`config.mk`:
```
export PLATFORM = sky130hd
export DESIGN_NAME = swao_ctrl
export DESIGN_NICKNAME = d
export VERILOG_FILES = /design/src/hdl/swao_pkg.sv /design/src/hdl/swao_ctrl.sv
export SDC_FILE = /design/constraint.sdc
export NUM_CORES = 1
export LEC_CHECK = 0
export BUFFER_PORTS_ARGS = -buffer_cell sky130_fd_sc_hd__buf_2
export CORE_AREA = 2 2 39 41
export DETAILED_ROUTE_END_ITERATION = 12
export DIE_AREA = 0 0 41 43
export GPL_TIMING_DRIVEN = 0
export PLACE_DENSITY = 0.73
export SLEW_MARGIN = 20
export SYNTH_ARGS = -nofsm -noshare
export SYNTH_HDL_FRONTEND = slang
export SYNTH_SLANG_ARGS = --single-unit
```
`constraint.sdc`:
```
create_clock -name i_clk -period 2.31 [get_ports i_clk]
set_clock_uncertainty 0.1 [all_clocks]
set_input_delay 0.3465 -clock i_clk [delete_from_list [all_inputs] [get_ports i_clk]]
set_output_delay 0.3465 -clock i_clk [all_outputs]
set_load 0.005 [all_outputs]
```
`src/hdl/swao_pkg.sv`:
```
`timescale 1ns / 1ps
// ----------------------------------------------------------------------------
// swao_pkg
// Shared constants, types and command/status bundles of the sliding-window
// adaptive optimizer.
// ----------------------------------------------------------------------------
package swao_pkg;

    localparam int NUM_ELEMENTS = 1024;
    localparam int MAX_WINDOW   = 16;

    localparam int EW         = $clog2(NUM_ELEMENTS);
    localparam int SLW        = $clog2(MAX_WINDOW);
    localparam int FW         = $clog2(MAX_WINDOW + 1);
    localparam int RING_DEPTH = NUM_ELEMENTS * MAX_WINDOW;

    localparam int IDXW  = 10;
    localparam int DW    = 32;
    localparam int CFGW  = 17;
    localparam int WINW  = 5;
    localparam int CFGIW = 2;

    localparam int SUMW   = 36;
    localparam int ST_W   = 2 * SUMW + FW + SLW;
    localparam int RING_W = 2 * DW;
    localparam int FFW    = 20;
    localparam int PPW    = DW + FFW;
    localparam int SQW    = 24;
    localparam int DVW    = SQW + 1;
    localparam int DDW    = 49;
    localparam int NUMW   = 48;
    localparam int DCW    = $clog2(DDW + 1);
    localparam int SCW    = $clog2(SQW + 1);

    localparam int IN_TDATA_W  = 80;
    localparam int OUT_TDATA_W = 48;

    localparam logic [CFGW-1:0] LR_RST    = CFGW'(66);
    localparam logic [CFGW-1:0] EPS_RST   = CFGW'(1);
    localparam logic [CFGW-1:0] DECAY_RST = CFGW'(0);
    localparam logic [WINW-1:0] WIN_RST   = WINW'(16);

    typedef enum logic [CFGIW-1:0] {
        CFG_LR    = 2'd0,
        CFG_EPS   = 2'd1,
        CFG_DECAY = 2'd2,
        CFG_WIN   = 2'd3
    } t_cfg_idx;

    typedef enum logic [4:0] {
        S_CLEAR,
        S_IDLE,
        S_LOAD,
        S_RING,
        S_UPD,
        S_DECAY,
        S_DIVG_WAIT,
        S_DIVS_WAIT,
        S_SQRT_WAIT,
        S_MUL,
        S_CHK,
        S_DIVU_WAIT,
        S_FIN
    } t_state;

    typedef enum logic [1:0] {
        DIV_MEAN_G,
        DIV_MEAN_SQ,
        DIV_UPDATE
    } t_div_sel;

    typedef struct packed {
        logic signed [SUMW-1:0] gsum;
        logic [SUMW-1:0]        ssum;
        logic [FW-1:0]          fill;
        logic [SLW-1:0]         oldest;
    } t_elem;

    typedef struct packed {
        logic     clear;
        logic     load_in;
        logic     load_st;
        logic     evict;
        logic     update;
        logic     decay;
        logic     div_start;
        t_div_sel div_sel;
        logic     lat_mean;
        logic     sqrt_start;
        logic     mul;
        logic     fin;
    } t_cmd;

    typedef struct packed {
        logic clr_last;
        logic div_done;
        logic sqrt_done;
        logic d_zero;
        logic out_free;
    } t_sts;

endpackage

```
`src/hdl/swao_ctrl.sv`:
```
`timescale 1ns / 1ps
// ----------------------------------------------------------------------------
// swao_ctrl
// Sequencer: clears the element state after reset, then walks one item at a
// time through load, window update, means, root and final division.
// ----------------------------------------------------------------------------
module swao_ctrl (
    input  logic            i_clk,
    input  logic            i_rst_n,
    input  logic            i_in_valid,
    output logic            o_in_ready,
    output swao_pkg::t_cmd  o_cmd,
    input  swao_pkg::t_sts  i_sts
);
    import swao_pkg::*;

    t_state r_state;
    t_state n_state;

    always_ff @(posedge i_clk) begin
        if (!i_rst_n) begin
            r_state <= S_CLEAR;
        end else begin
            r_state <= n_state;
        end
    end

    always_comb begin
        n_state    = r_state;
        o_cmd      = '0;
        o_cmd.div_sel = DIV_MEAN_G;
        o_in_ready = 1'b0;
        unique case (r_state)
            S_CLEAR: begin
                o_cmd.clear = 1'b1;
                if (i_sts.clr_last) begin
                    n_state = S_IDLE;
                end
            end
            S_IDLE: begin
                o_in_ready = 1'b1;
                if (i_in_valid) begin
                    o_cmd.load_in = 1'b1;
                    n_state = S_LOAD;
                end
            end
            S_LOAD: begin
                o_cmd.load_st = 1'b1;
                n_state = S_RING;
            end
            S_RING: begin
                o_cmd.evict = 1'b1;
                n_state = S_UPD;
            end
            S_UPD: begin
                o_cmd.update = 1'b1;
                n_state = S_DECAY;
            end
            S_DECAY: begin
                o_cmd.decay     = 1'b1;
                o_cmd.div_start = 1'b1;
                o_cmd.div_sel   = DIV_MEAN_G;
                n_state = S_DIVG_WAIT;
            end
            S_DIVG_WAIT: begin
                if (i_sts.div_done) begin
                    o_cmd.lat_mean  = 1'b1;
                    o_cmd.div_start = 1'b1;
                    o_cmd.div_sel   = DIV_MEAN_SQ;
                    n_state = S_DIVS_WAIT;
                end
            end
            S_DIVS_WAIT: begin
                if (i_sts.div_done) begin
                    o_cmd.sqrt_start = 1'b1;
                    n_state = S_SQRT_WAIT;
                end
            end
            S_SQRT_WAIT: begin
                if (i_sts.sqrt_done) begin
                    n_state = S_MUL;
                end
            end
            S_MUL: begin
                o_cmd.mul = 1'b1;
                n_state = S_CHK;
            end
            S_CHK: begin
                if (i_sts.d_zero) begin
                    n_state = S_FIN;
                end else begin
                    o_cmd.div_start = 1'b1;
                    o_cmd.div_sel   = DIV_UPDATE;
                    n_state = S_DIVU_WAIT;
                end
            end
            S_DIVU_WAIT: begin
                if (i_sts.div_done) begin
                    n_state = S_FIN;
                end
            end
            S_FIN: begin
                if (i_sts.out_free) begin
                    o_cmd.fin = 1'b1;
                    n_state = S_IDLE;
                end
            end
            default: begin
                n_state = S_IDLE;
            end
        endcase
    end

endmodule

```
# After elaboration in Yosys (flattened, before gate mapping)
# Cells that the tools add are included.
[op_classes]
n_eq_ne = 19
muxes = 26
n_reduce_logical = 2
[op_table]
columns = ["op", "count"]
rows = [
  ["case mux 5 bit (13 select lines)", 1],
  ["2-to-1 mux 5 bit", 7],
  ["equality test 5 x 4 -> 1 bit (second input constant)", 5],
  ["equality test 5 x 3 -> 1 bit (second input constant)", 4],
  ["2-to-1 mux 1 bit", 14],
  ["!= test 2 bit (second input constant)", 7],
  ["equality test 5 x 2 -> 1 bit (second input constant)", 2],
  ["case mux 3 bit (3 select lines)", 1],
  ["AND reduction 7 bit", 1],
  ["2-to-1 mux 3 bit", 2],
  ["equality test 5 x 1 -> 1 bit (second input constant)", 1],
  ["zero test 5 bit", 1],
  ["2-to-1 mux 4 bit", 1],
]
[word_totals]
regBits = 5
inputBits = 8

# Longest topological paths before layout
[depth]
word_depth = 3
depth_mapped = 5

# Worst setup path after synthesis
# OpenSTA, ideal clock, no wires.
[synth_path]
kind = "register to register"
startpoint = "register r_state[3]"
endpoint = "register r_state[2]"
setup_time_ps = 88
t_arrival_ps = 1368
required_ps = 2122
slack_ps = 754
stages_incl_launch_ff = 6
n_path_buf = 1
cell_sequence = "dfxtp_1 > buf_6 > mux2_4 > or3_4 > and2_4 > a311oi_2"
[synth_between]
elab_chain_len = 3
elab_cells_between_ends = 22
classes_between = "19 x eq/ne; 1 x mux; 2 x reduce/logical"
[synth_lines]
columns = ["item", "line", "text"]
rows = [
  ["from (decl)", "swao_ctrl.sv:17", "t_state r_state;"],
  ["from (signal assigned)", "swao_ctrl.sv:24", "r_state <= n_state;"],
  ["equality test 5 x 3 -> 1 bit (tied with other cells)", "swao_ctrl.sv:33", "unique case (r_state)"],
  ["!= test 2 bit (no line)", "n/a", ""],
  ["AND reduction 7 bit (no line)", "n/a", ""],
]
# Parallel ways exist; a longest one is shown, timed or not.
# A chain may end at the register's enable or synchronous reset.

==> flow_metrics.py <==
metrics = {
    "setup_path": {
        "slowest_delay_ps": 450,
        "worstPathMaxFanout": 10,
        "path_delay_family": "buffers and inverters",
        "r2r-start": "r_state[0]$_SDFFE_PN0P_",
        "r2r_end": "r_state[2]$_SDFFE_PN0P_",
        "r2r_cells": 5,
        "crit_path_end": "o_cmd[6]",
        "path_depth": 5,
        "cp-end-kind": "primary output",
        "crit_buf_inv": 2,
        "cp_cell_sequence": "clkbuf_1, nand2b_1, nor3_1, o21bai_1, buf_2",
        "r2r_slack_ps": 680,
        "cp.arrival_ps": 1550,
        "crit_slowest_cell": "dfxtp_1",
        "cp.required_ps": 1860,
        "cp-start-kind": "flip-flop",
        "worst-setup-path-type": "reg -> out",
        "critPathLaunch": "r_state[2]$_SDFFE_PN0P_",
    },
    "route": {
        "drt-initial-drc-count": 17,
        "wl_mm": 1.204,
        "wl_per_cell_um": 11.80,
        "vias_per_cell": 5.520,
        "final_antenna_net_count": 0,
        "dr.pass1.iters": 4,
        "vias": 563,
        "post-route-drc-count": 0,
    },
    "timing": {
        "maxSlewHeadroom_pct": 71.53,
        "slew_violations": 0,
        "tightest_slew_ps": 422.6,
        "worst_slack_ps": 311.3,
        "fmax_mhz": 500.3,
        "hold_slack_ps": 305.9,
        "timing_hold_violations_final": 0,
        "final-setup-viol-count": 0,
        "rsz0062_at_grt": "false",
        "fin_tns_setup_ps": 0,
        "min_period_ps": 1999,
        "min_period_over_period_pct": 86.53,
    },
    "die": {
        "core-area_mm2": 0.001384,
        "die_w_um": 41,
        "start_util_pct": 32.91,
        "row_count": 14,
        "die_area_mm2": 0.001763,
        "die_h_um": 43,
        "ios": 22,
    },
    "placement": {
        "pre_cts_ws_ps": 594.2,
        "dpl_cell_area_um2": 580.6,
        "gp_congestion": 0.8592,
        "io_buffers": 21,
        "hpwl_um": 921.1,
    },
    "clocking": {
        "numClockSinks": 4,
        "insertion_delay_ps": 240,
        "cts_buffers": 3,
        "path_clk_slew_ps": 40,
        "clockBufferDepth": 2,
        "post_cts_buffers": 0,
        "cts_hold_buf": 0,
        "cts_resized": 0,
        "cts_tree": "yes",
        "cts_max_level": 1,
        "clockRootBuffer": "clkbuf_4",
    },
    "synth": {
        "synthTopCellsByArea": "dfxtp_1 18%, and3_1 8.2%, nor2b_1 5.5%",
        "synthMuxAreaShare_pct": 3.297,
        "synth_nets": 70,
        "yosys.cell_types.count": 30,
        "synth_area_um2": 455.4,
        "postSynthAreaPerCell_um2": 7.346,
        "synth_xor_area_share_pct": 0,
        "postSynthRegisterBits": 4,
        "synth-simple-area-share_pct": 43.68,
        "yosys.area.top_type": "dfxtp_1",
        "synthAdderAreaFrac_pct": 0,
        "ys_seq_area_share_pct": 17.58,
        "synth_cells": 62,
        "synth.top_cell.area_share_pct": 17.58,
        "synth_top_family_by_area": "simple AND/OR/NAND/NOR gates",
        "ys_warn_count": 0,
        "synth_compound_area_share_pct": 27.47,
    },
    "outcome": {
        "outcome": "finished, final reports clean",
    },
    "cells_and_area": {
        "final_core_util_pct": 43.58,
        "diodes": 0,
        "fillCellCount": 141,
        "largest_register": "r_state",
        "fin_area_um2": 603.1,
        "largest_reg_flops": 4,
        "most-common-layout-cells": "23 x buf_2, 6 x nor2_1, 6 x and3_1",
        "drive_gt1_share_pct": 38.37,
        "syn_to_final_growth_pct": 32.42,
        "layout_commonest_cell": "buf_2",
        "reg_top3": "r_state: 4 flops",
        "nets": 96,
    },
    "power": {
        "ir_drop_v": 0.0004561,
        "p_per_area_mw_per_mm2": 1033,
        "leakagePower_nw": 0.3095,
    },
    "global_route": {
        "antenna_found_initial": 0,
        "grt_use_total_pct": 16.13,
        "grt_pass1_wl_mm": 1.959,
        "grt_remaining_overflow": 0,
        "grt_start_max_net_pins": 11,
        "grt_pass1_vias": 482,
    },
    "worst_hold_path": {
        "whs_path_depth": 3,
        "hold_class": "in -> reg",
    },
    "run": {
        "cap_violations": 0,
    },
}
per-layer routing:
| layer | track usage, % | vias to the layer above | routed length [um] |
|---|---|---|---|
| li1 | - | 275 | - |
| met5 | 0 | - | 0 |
| met1 | 19.49 | 266 | 543 |
| met3 | 6.283 | 2 | 70 |
| met2 | 24.69 | 20 | 575 |
| met4 | 6.000 | 0 | 15 |
worst min-delay path, delay by kind of cell:
family	cells	cell delay, ps
buffers and inverters	2	140
and+or+nand+nor	1	110
layout make-up:
| class | count | area, um^2 | share of cell area [%] |
|---|---|---|---|
| multi-input cells | 51 | 339.1 | 56.22 |
| repair buffers | 21 | 105.1 | 17.43 |
| clock buffers | 3 | 22.52 | 3.734 |
| well taps | 16 | 20.02 | 3.320 |
| plain buffers | 4 | 25.02 | 4.149 |
| flip-flops and latches | 4 | 80.08 | 13.28 |
| inverters | 3 | 11.26 | 1.867 |
cells by family after synthesis:
kind of cell    after synthesis
compound gates               17
buf+inv                       7
flops                         4
mux                           1
simple gates                 33
Yosys cell counts:
library cell,number
a211oi_2,1
a21bo_2,1
a21oi_1,3
a311oi_1,1
a311oi_2,1
a31oi_1,3
and2_1,2
and2_4,1
and3_1,6
and3b_1,1
buf_2,2
buf_6,1
clkbuf_1,1
dfxtp_1,4
inv_1,3
mux2_4,1
nand2_1,1
nand2b_1,3
nand3_1,1
nor2_1,6
nor2b_1,4
nor3_1,4
nor4b_1,1
nor4bb_1,1
o21a_1,1
o21ai_0,4
o21bai_1,1
o32a_1,1
or2_1,1
or3_4,1
where the power goes:
part	leakage [nW]	switching [mW]	internal (mW)
Clock	0.0138	0.0310	0.0583
Combinational	0.263	0.211	0.192
Sequential	0.0329	0.0362	0.0938
stage by stage:
stage | power, mW | cells
2_1_floorplan | 0.4115 | 62
3_3_place_gp | 0.5186 | 99
3_5_place_dp | 0.5291 | 99
4_1_cts | 0.6231 | 102
5_1_grt | 0.6880 | 102
6_report | 0.6228 | 102
worst min path at each step:
stage	startpoint	endpoint	slack (ps)
global route	i_rst_n	r_state[2]$_SDFFE_PN0P_	310
CTS	i_rst_n	r_state[3]$_SDFFE_PN0P_	300
finish	i_rst_n	r_state[3]$_SDFFE_PN0P_	310
global placement	i_rst_n	r_state[3]$_SDFFE_PN0P_	540
floorplan	i_rst_n	r_state[3]$_SDFFE_PN0P_	420
detailed placement	i_rst_n	r_state[3]$_SDFFE_PN0P_	550
Note: power is estimated with default switching activity, not from simulation.
